`config.mk`:
```
export PLATFORM = sky130hd
export DESIGN_NAME = melody_tone_sequencer_top
export DESIGN_NICKNAME = d
export VERILOG_FILES = /design/src/sv/mts_pkg.sv /design/src/sv/mts_ram.sv /design/src/sv/mts_divider.sv /design/src/sv/melody_tone_sequencer_top.sv
export SDC_FILE = /design/constraint.sdc
export NUM_CORES = 2
export LEC_CHECK = 0
export ABC_AREA = 1
export BUFFER_PORTS_ARGS = -buffer_cell sky130_fd_sc_hd__buf_2
export CAP_MARGIN = 20
export CORE_MARGIN = 3
export CORE_UTILIZATION = 30
export CTS_CLUSTER_SIZE = 10
export DETAILED_ROUTE_END_ITERATION = 12
export GPL_ROUTABILITY_DRIVEN = 0
export MAX_ROUTING_LAYER = met4
export PLACE_DENSITY = 0.44
export SYNTH_ARGS = -nofsm -noshare
export SYNTH_HDL_FRONTEND = slang
export SYNTH_HIERARCHICAL = 1
export SYNTH_SLANG_ARGS = --single-unit
```
`constraint.sdc`:
```
create_clock -name clk -period 4.44 [get_ports clk]
set_clock_uncertainty 0.2 [all_clocks]
set_input_delay 0.888 -clock clk [delete_from_list [all_inputs] [get_ports clk]]
set_output_delay 0.888 -clock clk [all_outputs]
set_load 0.1 [all_outputs]
```
`src/sv/mts_pkg.sv`:
```
// ---------------------------------------------------------------------------
// Melody tone sequencer package
// Shared types, operation codes, register indexes and fixed widths.
// ---------------------------------------------------------------------------
`default_nettype none

package mts_pkg;

  // Fixed field widths.
  localparam int unsigned OP_W      = 2;
  localparam int unsigned IDXF_W    = 6;
  localparam int unsigned PITCH_W   = 13;
  localparam int unsigned DIVIDER_W = 8;
  localparam int unsigned WHOLE_W   = 16;
  localparam int unsigned MLEN_W    = 7;
  localparam int unsigned TIME_W    = 17;
  // Width of the note length scaled by ten or nine.
  localparam int unsigned SCALED_W  = TIME_W + 4;
  localparam int unsigned ENTRY_W   = PITCH_W + DIVIDER_W;

  // Input and output word widths.
  localparam int unsigned IN_DATA_W  = 32;
  localparam int unsigned OUT_DATA_W = 24;
  localparam int unsigned CFG_IDX_W  = 1;
  localparam int unsigned CFG_DATA_W = 16;

  // Divider: one quotient bit per step.
  localparam int unsigned DIV_STEPS = WHOLE_W;
  localparam int unsigned DIV_CNT_W = $clog2(DIV_STEPS);

  // Reset values of the configuration registers.
  localparam logic [WHOLE_W-1:0] WHOLE_RESET = 16'd2285;
  localparam logic [MLEN_W-1:0]  MLEN_RESET  = 7'd32;

  // Saturation limit of the elapsed counter.
  localparam logic [TIME_W-1:0] ELAPSED_MAX = {TIME_W{1'b1}};

  typedef enum logic [OP_W-1:0] {
    OP_TICK  = 2'd0,
    OP_WRITE = 2'd1,
    OP_START = 2'd2,
    OP_STOP  = 2'd3
  } op_t;

  typedef enum logic [CFG_IDX_W-1:0] {
    REG_WHOLE_NOTE = 1'b0,
    REG_MELODY_LEN = 1'b1
  } cfg_reg_t;

  typedef enum logic [2:0] {
    ST_IDLE,
    ST_LOAD_RD,
    ST_DIV_GO,
    ST_DIV_WAIT,
    ST_PITCH_RD,
    ST_OUT
  } state_t;

  // Status of the divider.
  typedef struct packed {
    logic busy;
    logic done;
  } div_stat_t;

endpackage

`default_nettype wire

```
`src/sv/mts_ram.sv`:
```
// ---------------------------------------------------------------------------
// Generic single-port-write RAM
// One write port and one read port with registered read data.
// ---------------------------------------------------------------------------
`default_nettype none

module mts_ram #(
  parameter int unsigned WIDTH = 8,
  parameter int unsigned DEPTH = 64
) (
  input  wire logic                     clk,
  input  wire logic                     wr_en,
  input  wire logic [$clog2(DEPTH)-1:0] wr_addr,
  input  wire logic [WIDTH-1:0]         wr_data,
  input  wire logic [$clog2(DEPTH)-1:0] rd_addr,
  output logic      [WIDTH-1:0]         rd_data
);

  logic [WIDTH-1:0] mem [DEPTH];

  // Write port.
  always_ff @(posedge clk) begin
    if (wr_en) begin
      mem[wr_addr] <= wr_data;
    end
  end

  // Registered read port.
  always_ff @(posedge clk) begin
    rd_data <= mem[rd_addr];
  end

endmodule

`default_nettype wire

```
`src/sv/mts_divider.sv`:
```
// ---------------------------------------------------------------------------
// Iterative divider
// Restoring division of the whole note length by the divider magnitude,
// one quotient bit per clock.
// ---------------------------------------------------------------------------
`default_nettype none

module mts_divider (
  input  wire logic                          clk,
  input  wire logic                          rst_n,
  input  wire logic                          start,
  input  wire logic [mts_pkg::WHOLE_W-1:0]   dividend,
  input  wire logic [mts_pkg::DIVIDER_W-1:0] divisor,
  output logic      [mts_pkg::WHOLE_W-1:0]   quotient,
  output mts_pkg::div_stat_t                 stat
);

  import mts_pkg::*;

  logic [WHOLE_W-1:0]   quo_r, quo_nxt;
  logic [DIVIDER_W-1:0] rem_r, rem_nxt;
  logic [DIVIDER_W-1:0] dvs_r, dvs_nxt;
  logic [DIV_CNT_W-1:0] cnt_r, cnt_nxt;
  logic                 busy_r, busy_nxt;
  logic                 done_r, done_nxt;
  logic [DIVIDER_W:0]   trial;

  // One restoring step: shift the next dividend bit into the remainder.
  always_comb begin
    trial    = {rem_r, quo_r[WHOLE_W-1]};
    quo_nxt  = quo_r;
    rem_nxt  = rem_r;
    dvs_nxt  = dvs_r;
    cnt_nxt  = cnt_r;
    busy_nxt = busy_r;
    done_nxt = 1'b0;
    if (start) begin
      quo_nxt  = dividend;
      rem_nxt  = '0;
      dvs_nxt  = divisor;
      cnt_nxt  = DIV_CNT_W'(DIV_STEPS - 1);
      busy_nxt = 1'b1;
    end else if (busy_r) begin
      if (trial >= {1'b0, dvs_r}) begin
        rem_nxt = DIVIDER_W'(trial - {1'b0, dvs_r});
        quo_nxt = {quo_r[WHOLE_W-2:0], 1'b1};
      end else begin
        rem_nxt = trial[DIVIDER_W-1:0];
        quo_nxt = {quo_r[WHOLE_W-2:0], 1'b0};
      end
      cnt_nxt = cnt_r - 1'b1;
      if (cnt_r == '0) begin
        busy_nxt = 1'b0;
        done_nxt = 1'b1;
      end
    end
  end

  // Step registers.
  always_ff @(posedge clk) begin
    if (!rst_n) begin
      busy_r <= 1'b0;
      done_r <= 1'b0;
    end else begin
      busy_r <= busy_nxt;
      done_r <= done_nxt;
    end
    quo_r <= quo_nxt;
    rem_r <= rem_nxt;
    dvs_r <= dvs_nxt;
    cnt_r <= cnt_nxt;
  end

  assign quotient  = quo_r;
  assign stat.busy = busy_r;
  assign stat.done = done_r;

endmodule

`default_nettype wire

```
`src/sv/melody_tone_sequencer_top.sv`:
```
// ---------------------------------------------------------------------------
// Melody tone sequencer
// Plays a looping table of (pitch, divider) entries on millisecond ticks,
// with a silent gap in the last tenth of every note.
// ---------------------------------------------------------------------------
//   Channel  Direction  Word contents
//   in_      slave      tuser: operation; tdata: entry_index, entry_pitch,
//                       entry_divider
//   out_     master     tdata: tone_on, tone_pitch, note_index, playing,
//                       note_started (one word per input word)
//   cfg_     slave      cfg_index selects whole_note_ms (0) or melody_length (1)
//
// A word that does not change notes passes through the pitch read state before
// it loads the output register. A word that starts a note with a nonzero divider
// goes through the table read, the divider load, 16 divider steps, the length
// latch and the output load; with a zero divider it skips the divider steps.
// The input is ready again as soon as the output register loads. Reset is
// synchronous, active low, and needs no clearing pass. The input stays not
// ready until the result is placed in the output register, which holds it
// while out_tready is low.
// ---------------------------------------------------------------------------
`default_nettype none

module melody_tone_sequencer_top #(
  parameter int unsigned MAX_NOTES = 64
) (
  input  wire logic                              clk,
  input  wire logic                              rst_n,
  // Input words.
  input  wire logic                              in_tvalid,
  output logic                                   in_tready,
  // [5:0] entry_index, [18:6] entry_pitch, [26:19] entry_divider
  input  wire logic [mts_pkg::IN_DATA_W-1:0]     in_tdata,
  // [1:0] operation
  input  wire logic [mts_pkg::OP_W-1:0]          in_tuser,
  // Result words.
  output logic                                   out_tvalid,
  input  wire logic                              out_tready,
  // [0] tone_on, [13:1] tone_pitch, [19:14] note_index, [20] playing,
  // [21] note_started
  output logic      [mts_pkg::OUT_DATA_W-1:0]    out_tdata,
  // Configuration writes.
  input  wire logic                              cfg_valid,
  output logic                                   cfg_ready,
  input  wire logic [mts_pkg::CFG_IDX_W-1:0]     cfg_index,
  input  wire logic [mts_pkg::CFG_DATA_W-1:0]    cfg_data
);

  import mts_pkg::*;

  localparam int unsigned IDX_W = $clog2(MAX_NOTES);
  localparam int unsigned NX_W  = IDX_W + 1;
  localparam int unsigned CMP_W = (NX_W > MLEN_W) ? ((NX_W > IDXF_W) ? NX_W : IDXF_W)
                                                  : ((MLEN_W > IDXF_W) ? MLEN_W : IDXF_W);
  localparam logic [CMP_W-1:0] NOTES_LIMIT = CMP_W'(MAX_NOTES);

  // Input fields.
  op_t                  in_op;
  logic [IDXF_W-1:0]    in_index;
  logic [PITCH_W-1:0]   in_pitch;
  logic [DIVIDER_W-1:0] in_divider;
  logic                 in_acc;

  assign in_op      = op_t'(in_tuser);
  assign in_index   = in_tdata[IDXF_W-1:0];
  assign in_pitch   = in_tdata[IDXF_W+PITCH_W-1:IDXF_W];
  assign in_divider = in_tdata[IDXF_W+PITCH_W+DIVIDER_W-1:IDXF_W+PITCH_W];
  assign in_acc     = in_tvalid && in_tready;

  // Registers.
  state_t               state_r, state_nxt;
  logic [WHOLE_W-1:0]   whole_r, whole_nxt;
  logic [MLEN_W-1:0]    mlen_r, mlen_nxt;
  logic [IDX_W-1:0]     cur_r, cur_nxt;
  logic [TIME_W-1:0]    elapsed_r, elapsed_nxt;
  logic [TIME_W-1:0]    len_r, len_nxt;
  logic                 active_r, active_nxt;
  logic                 gap_r, gap_nxt;
  logic                 started_r, started_nxt;
  logic                 dotted_r, dotted_nxt;
  logic                 out_valid_r, out_valid_nxt;
  logic [OUT_DATA_W-1:0] out_data_r, out_data_nxt;

  // Table memory and divider.
  logic                 ram_we;
  logic [IDX_W-1:0]     ram_waddr;
  logic [ENTRY_W-1:0]   ram_rdata;
  logic [PITCH_W-1:0]   rd_pitch;
  logic [DIVIDER_W-1:0] rd_divider;
  logic                 div_start;
  logic [DIVIDER_W-1:0] div_mag;
  logic [WHOLE_W-1:0]   div_quo;
  div_stat_t            div_stat;
  logic [TIME_W-1:0]    new_len;

  // Tick arithmetic.
  logic [TIME_W-1:0]    tick_elapsed;
  logic [SCALED_W-1:0]  elapsed_x10;
  logic [SCALED_W-1:0]  len_x9;
  logic                 tick_gap;
  logic [NX_W-1:0]      next_idx;
  logic                 wrap;
  logic                 out_load;

  assign ram_we    = in_acc && (in_op == OP_WRITE) && (CMP_W'(in_index) < NOTES_LIMIT);
  assign ram_waddr = IDX_W'(in_index);

  mts_ram #(
    .WIDTH (ENTRY_W),
    .DEPTH (MAX_NOTES)
  ) u_table (
    .clk     (clk),
    .wr_en   (ram_we),
    .wr_addr (ram_waddr),
    .wr_data ({in_divider, in_pitch}),
    .rd_addr (cur_r),
    .rd_data (ram_rdata)
  );

  assign rd_pitch   = ram_rdata[PITCH_W-1:0];
  assign rd_divider = ram_rdata[ENTRY_W-1:PITCH_W];
  assign div_mag    = rd_divider[DIVIDER_W-1] ? DIVIDER_W'(-rd_divider) : rd_divider;
  assign div_start  = (state_r == ST_DIV_GO) && (rd_divider != '0);

  mts_divider u_div (
    .clk      (clk),
    .rst_n    (rst_n),
    .start    (div_start),
    .dividend (whole_r),
    .divisor  (div_mag),
    .quotient (div_quo),
    .stat     (div_stat)
  );

  // Dotted notes add half of the quotient.
  assign new_len = dotted_r ? (TIME_W'(div_quo) + TIME_W'(div_quo[WHOLE_W-1:1]))
                            : TIME_W'(div_quo);

  // Elapsed count after a tick and the ninety-percent gap test.
  assign tick_elapsed = (elapsed_r != ELAPSED_MAX) ? elapsed_r + 1'b1 : elapsed_r;
  assign elapsed_x10  = (SCALED_W'(tick_elapsed) << 3) + (SCALED_W'(tick_elapsed) << 1);
  assign len_x9       = (SCALED_W'(len_r) << 3) + SCALED_W'(len_r);
  assign tick_gap     = gap_r || (elapsed_x10 >= len_x9);
  assign next_idx     = NX_W'(cur_r) + 1'b1;
  assign wrap         = (CMP_W'(next_idx) >= CMP_W'(mlen_r)) ||
                        (CMP_W'(next_idx) >= NOTES_LIMIT);

  assign out_load = (state_r == ST_OUT) && (!out_valid_r || out_tready);

  // Next state.
  always_comb begin
    state_nxt = state_r;
    unique case (state_r)
      ST_IDLE: begin
        if (in_acc) begin
          priority if (in_op == OP_START) begin
            state_nxt = ST_LOAD_RD;
          end else if (in_op == OP_TICK && active_r && tick_gap &&
                       tick_elapsed >= len_r) begin
            state_nxt = ST_LOAD_RD;
          end else begin
            state_nxt = ST_PITCH_RD;
          end
        end
      end
      ST_LOAD_RD: begin
        state_nxt = ST_DIV_GO;
      end
      ST_DIV_GO: begin
        state_nxt = (rd_divider != '0) ? ST_DIV_WAIT : ST_PITCH_RD;
      end
      ST_DIV_WAIT: begin
        if (div_stat.done) begin
          state_nxt = ST_PITCH_RD;
        end
      end
      ST_PITCH_RD: begin
        state_nxt = ST_OUT;
      end
      ST_OUT: begin
        if (out_load) begin
          state_nxt = ST_IDLE;
        end
      end
      default: begin
        state_nxt = ST_IDLE;
      end
    endcase
  end

  // Datapath and handshake outputs.
  always_comb begin
    whole_nxt     = whole_r;
    mlen_nxt      = mlen_r;
    cur_nxt       = cur_r;
    elapsed_nxt   = elapsed_r;
    len_nxt       = len_r;
    active_nxt    = active_r;
    gap_nxt       = gap_r;
    started_nxt   = started_r;
    dotted_nxt    = dotted_r;
    out_valid_nxt = out_valid_r;
    out_data_nxt  = out_data_r;
    in_tready     = (state_r == ST_IDLE);
    cfg_ready     = 1'b1;

    // Configuration register writes.
    if (cfg_valid) begin
      unique case (cfg_reg_t'(cfg_index))
        REG_WHOLE_NOTE: whole_nxt = cfg_data;
        REG_MELODY_LEN: mlen_nxt  = cfg_data[MLEN_W-1:0];
        default: begin
        end
      endcase
    end

    // Operation decode on an accepted word.
    if (in_acc) begin
      started_nxt = 1'b0;
      unique case (in_op)
        OP_TICK: begin
          if (active_r) begin
            elapsed_nxt = tick_elapsed;
            gap_nxt     = tick_gap;
            if (tick_gap && tick_elapsed >= len_r) begin
              cur_nxt     = wrap ? '0 : IDX_W'(next_idx);
              elapsed_nxt = '0;
              started_nxt = 1'b1;
            end
          end
        end
        OP_START: begin
          active_nxt  = 1'b1;
          cur_nxt     = '0;
          elapsed_nxt = '0;
          started_nxt = 1'b1;
        end
        OP_STOP: begin
          active_nxt = 1'b0;
        end
        OP_WRITE: begin
        end
        default: begin
        end
      endcase
    end

    // New note: zero divider keeps the old length.
    if (state_r == ST_DIV_GO) begin
      dotted_nxt = rd_divider[DIVIDER_W-1];
      if (rd_divider == '0) begin
        gap_nxt = (len_r == '0);
      end
    end
    if (state_r == ST_DIV_WAIT && div_stat.done) begin
      len_nxt = new_len;
      gap_nxt = (new_len == '0);
    end

    // Output register.
    if (out_valid_r && out_tready) begin
      out_valid_nxt = 1'b0;
    end
    if (out_load) begin
      out_valid_nxt = 1'b1;
      out_data_nxt  = OUT_DATA_W'({started_r, active_r, IDXF_W'(cur_r),
                                   active_r ? rd_pitch : {PITCH_W{1'b0}},
                                   active_r && !gap_r});
    end
  end

  // State registers.
  always_ff @(posedge clk) begin
    if (!rst_n) begin
      state_r     <= ST_IDLE;
      whole_r     <= WHOLE_RESET;
      mlen_r      <= MLEN_RESET;
      cur_r       <= '0;
      elapsed_r   <= '0;
      len_r       <= '0;
      active_r    <= 1'b0;
      gap_r       <= 1'b0;
      started_r   <= 1'b0;
      dotted_r    <= 1'b0;
      out_valid_r <= 1'b0;
    end else begin
      state_r     <= state_nxt;
      whole_r     <= whole_nxt;
      mlen_r      <= mlen_nxt;
      cur_r       <= cur_nxt;
      elapsed_r   <= elapsed_nxt;
      len_r       <= len_nxt;
      active_r    <= active_nxt;
      gap_r       <= gap_nxt;
      started_r   <= started_nxt;
      dotted_r    <= dotted_nxt;
      out_valid_r <= out_valid_nxt;
    end
    out_data_r <= out_data_nxt;
  end

  assign out_tvalid = out_valid_r;
  assign out_tdata  = out_data_r;

endmodule

`default_nettype wire
```
==> impl_metrics.json <==
{
  "clk_latency_ps": 820,
  "drt_iter0_drc": 3595,
  "port_buffers": 74,
  "clockBufferDepth": 3,
  "start_util_pct": 30.28,
  "setup.worst_path.start": "elapsed_r[0]",
  "cp.arrival_ps": 5170,
  "cts_buffers": 174,
  "p_switching_uw": 11300,
  "startpoint_type": "flop",
  "area_growth_pct": 16.55,
  "core-area_sq_um": 212900,
  "setup_viol": 26,
  "vdd_drop_max_v": 0.0004236,
  "worst_pin_slew_ps": 1059,
  "power_uw": 36320,
  "violations": "setup timing",
  "die_y_um": 469.6,
  "grt_usage_pct": 18.83,
  "hold_slack_ps": 119.8,
  "wl_per_cell_um": 22.62,
  "root_buffer": "clkbuf_16",
  "die_x_um": 469.6,
  "rows": 169,
  "cpPeakStageDelay_ps": 360,
  "critPathMaxFanout": 8,
  "crit_end": "cur_r[0]",
  "wl_um": 205700,
  "slew_headroom_pct": 29.41,
  "crit_type": "reg2reg",
  "final_util_pct": 35.29,
  "layout_worst_path_cycle_share_pct": 104.6,
  "r2r_start": "elapsed_r[0]",
  "top_usage_layer": "met2",
  "p_sw_share_pct": 31.10,
  "combPwrFrac_pct": 19.8,
  "io_pins": 83,
  "fin_nets": 6331,
  "grt_use_met1_pct": 24.88,
  "num_vias": 44494,
  "clockPowerShare_pct": 35.9,
  "cp_slowest_cell": "dfxtp_4",
  "tns_ps": -4084,
  "ant_nets": 0,
  "critPathCaptureType": "flop",
  "antenna_found_initial": 14,
  "drc": 0,
  "hold_viol": 0,
  "grt_pass1_vias": 43224,
  "maxCapViolations": 0,
  "htree_levels": 4,
  "intPower_uw": 25030,
  "post-place-ws_ps": -535.1,
  "pwr-share-seq_pct": 44.2,
  "grt_overflow": 0,
  "drt-vias-per-instance": 4.892,
  "status": "complete, but fails checks",
  "fmax_mhz": 215.3,
  "firstDrtPassIters": 5,
  "cts_tree": "yes",
  "reg2reg_slack_ps": -210,
  "dieArea_sq_um": 220500,
  "min_path_type": "in2reg",
  "power.density_nw_per_um2": 483.4,
  "finalWorstPathRequiredPeriod_ps": 4645,
  "rr_worst_depth": 29,
  "drv_slew": 0,
  "hold_buffers": 0,
  "drive_above_1_share_pct": 12.44,
  "fin_ws_ps": -205.4,
  "use_met2_pct": 30.64,
  "clock_sinks": 1496,
  "clkSlewWorstSetupHoldPaths_ps": 60,
  "crit_top_cell": "nand4_1",
  "dp_hpwl_um": 120000,
  "syn_inst": 5953,
  "required_ps": 4970,
  "grt_pass1_wl_um": 301400,
  "rsz0062_at_grt": "true",
  "netlist_area_sq_um": 64470,
  "yosys_warnings": 6,
  "grt_util_met3_pct": 2.165,
  "syn_area_per_cell_sq_um": 10.83,
  "hold_depth": 3,
  "grt_max_degree": 157,
  "p_leak_uw": 0.02782,
  "r2r-end": "cur_r[0]"
}
-- cells in the final DEF (no fill, tap or decap), types with 74 or more instances in the layout --
cell type and count:
nand2_1 2047, dfxtp_1 99, nand3_1 1210, ha_1 88, buf_4 258, inv_1 180, edfxtp_1 1390, buf_2 74
clkbuf_16 174, a21oi_1 94, nor2_1 98
-- timing repair --
action / 4_1_cts / 5_1_grt
setup endpoints to repair: 27 / 27
buffers inserted: 19 / 9
cloned: 1 / 0
pin swaps: 34 / 41
gates resized for setup: 41 / 71
-- per-stage QoR --
step	std cells	cell area, sq um
5_1_grt	9090	75130
2_1_floorplan	5954	64540
3_3_place_gp	8787	69310
4_1_cts	9074	74700
6_report	9095	75140
3_5_place_dp	8789	69350
-- worst max-delay path, delay by kind of cell, from the launching register on --
kind                     cells  cell delay (ps)
buffers and inverters        3              300
flip-flops                   1              360
AO/OA/AOI/OAI                4              520
AND/OR/NAND/NOR             18             2230
adder cells (fa/ha/maj)      4              970
-- layout make-up --
type | count | area [sq um]
diodes | 11 | 27.53
clock buffers | 236 | 4587
clock inverters | 29 | 440.4
fillers | 21074 | 137800
inverters | 198 | 773.2
multi-input cells | 3938 | 18950
flip-flops and latches | 1496 | 43880
well taps | 2821 | 3530
repair buffers | 366 | 2944
-- worst min-delay path by stage --
stage | end | startpoint | slack (ps)
4_1_cts | whole_r[11] | cfg_data[11] | 50
3_5_place_dp | whole_r[7] | whole_r[7] | 250
3_3_place_gp | whole_r[5] | whole_r[5] | 250
5_1_grt | whole_r[11] | cfg_data[11] | 90
2_1_floorplan | out_tdata[21] | started_r | 210
6_report | whole_r[11] | cfg_data[11] | 120
-- per-layer routing --
layer  share of wire [%]  wire length [um]  vias up
met2                  48             99190      969
met4                 2.5              5093        0
met1                  45             92510    22188
met5                   0                 0        -
met3                 4.3              8919      269
li1                    -                 -    21068
-- sequential cells by signal, summed over array words and instances (netlist names), 3 cells and up --
| signal | cells |
|---|---|
| cur_r | 6 |
| elapsed_r | 17 |
| len_r | 17 |
| mlen_r | 7 |
| out_tdata | 22 |
| state_r | 3 |
| u_div/cnt_r | 4 |
| u_div/dvs_r | 8 |
| u_div/quotient | 16 |
| u_div/rem_r | 8 |
| u_table/mem | 1344 |
| u_table/rd_data | 21 |
| whole_r | 16 |
-- power groups by stage --
stage | clock network [uW] | logic [uW] | registers, uW
detailed placement | 0 | 7260 | 16400
global route | 14000 | 7980 | 16100
floorplan | 0 | 4480 | 16300
global placement | 0 | 7240 | 16400
CTS | 13400 | 7290 | 16100
finish | 13100 | 7200 | 16100
No activity file was read; power rests on OpenSTA's default activity.
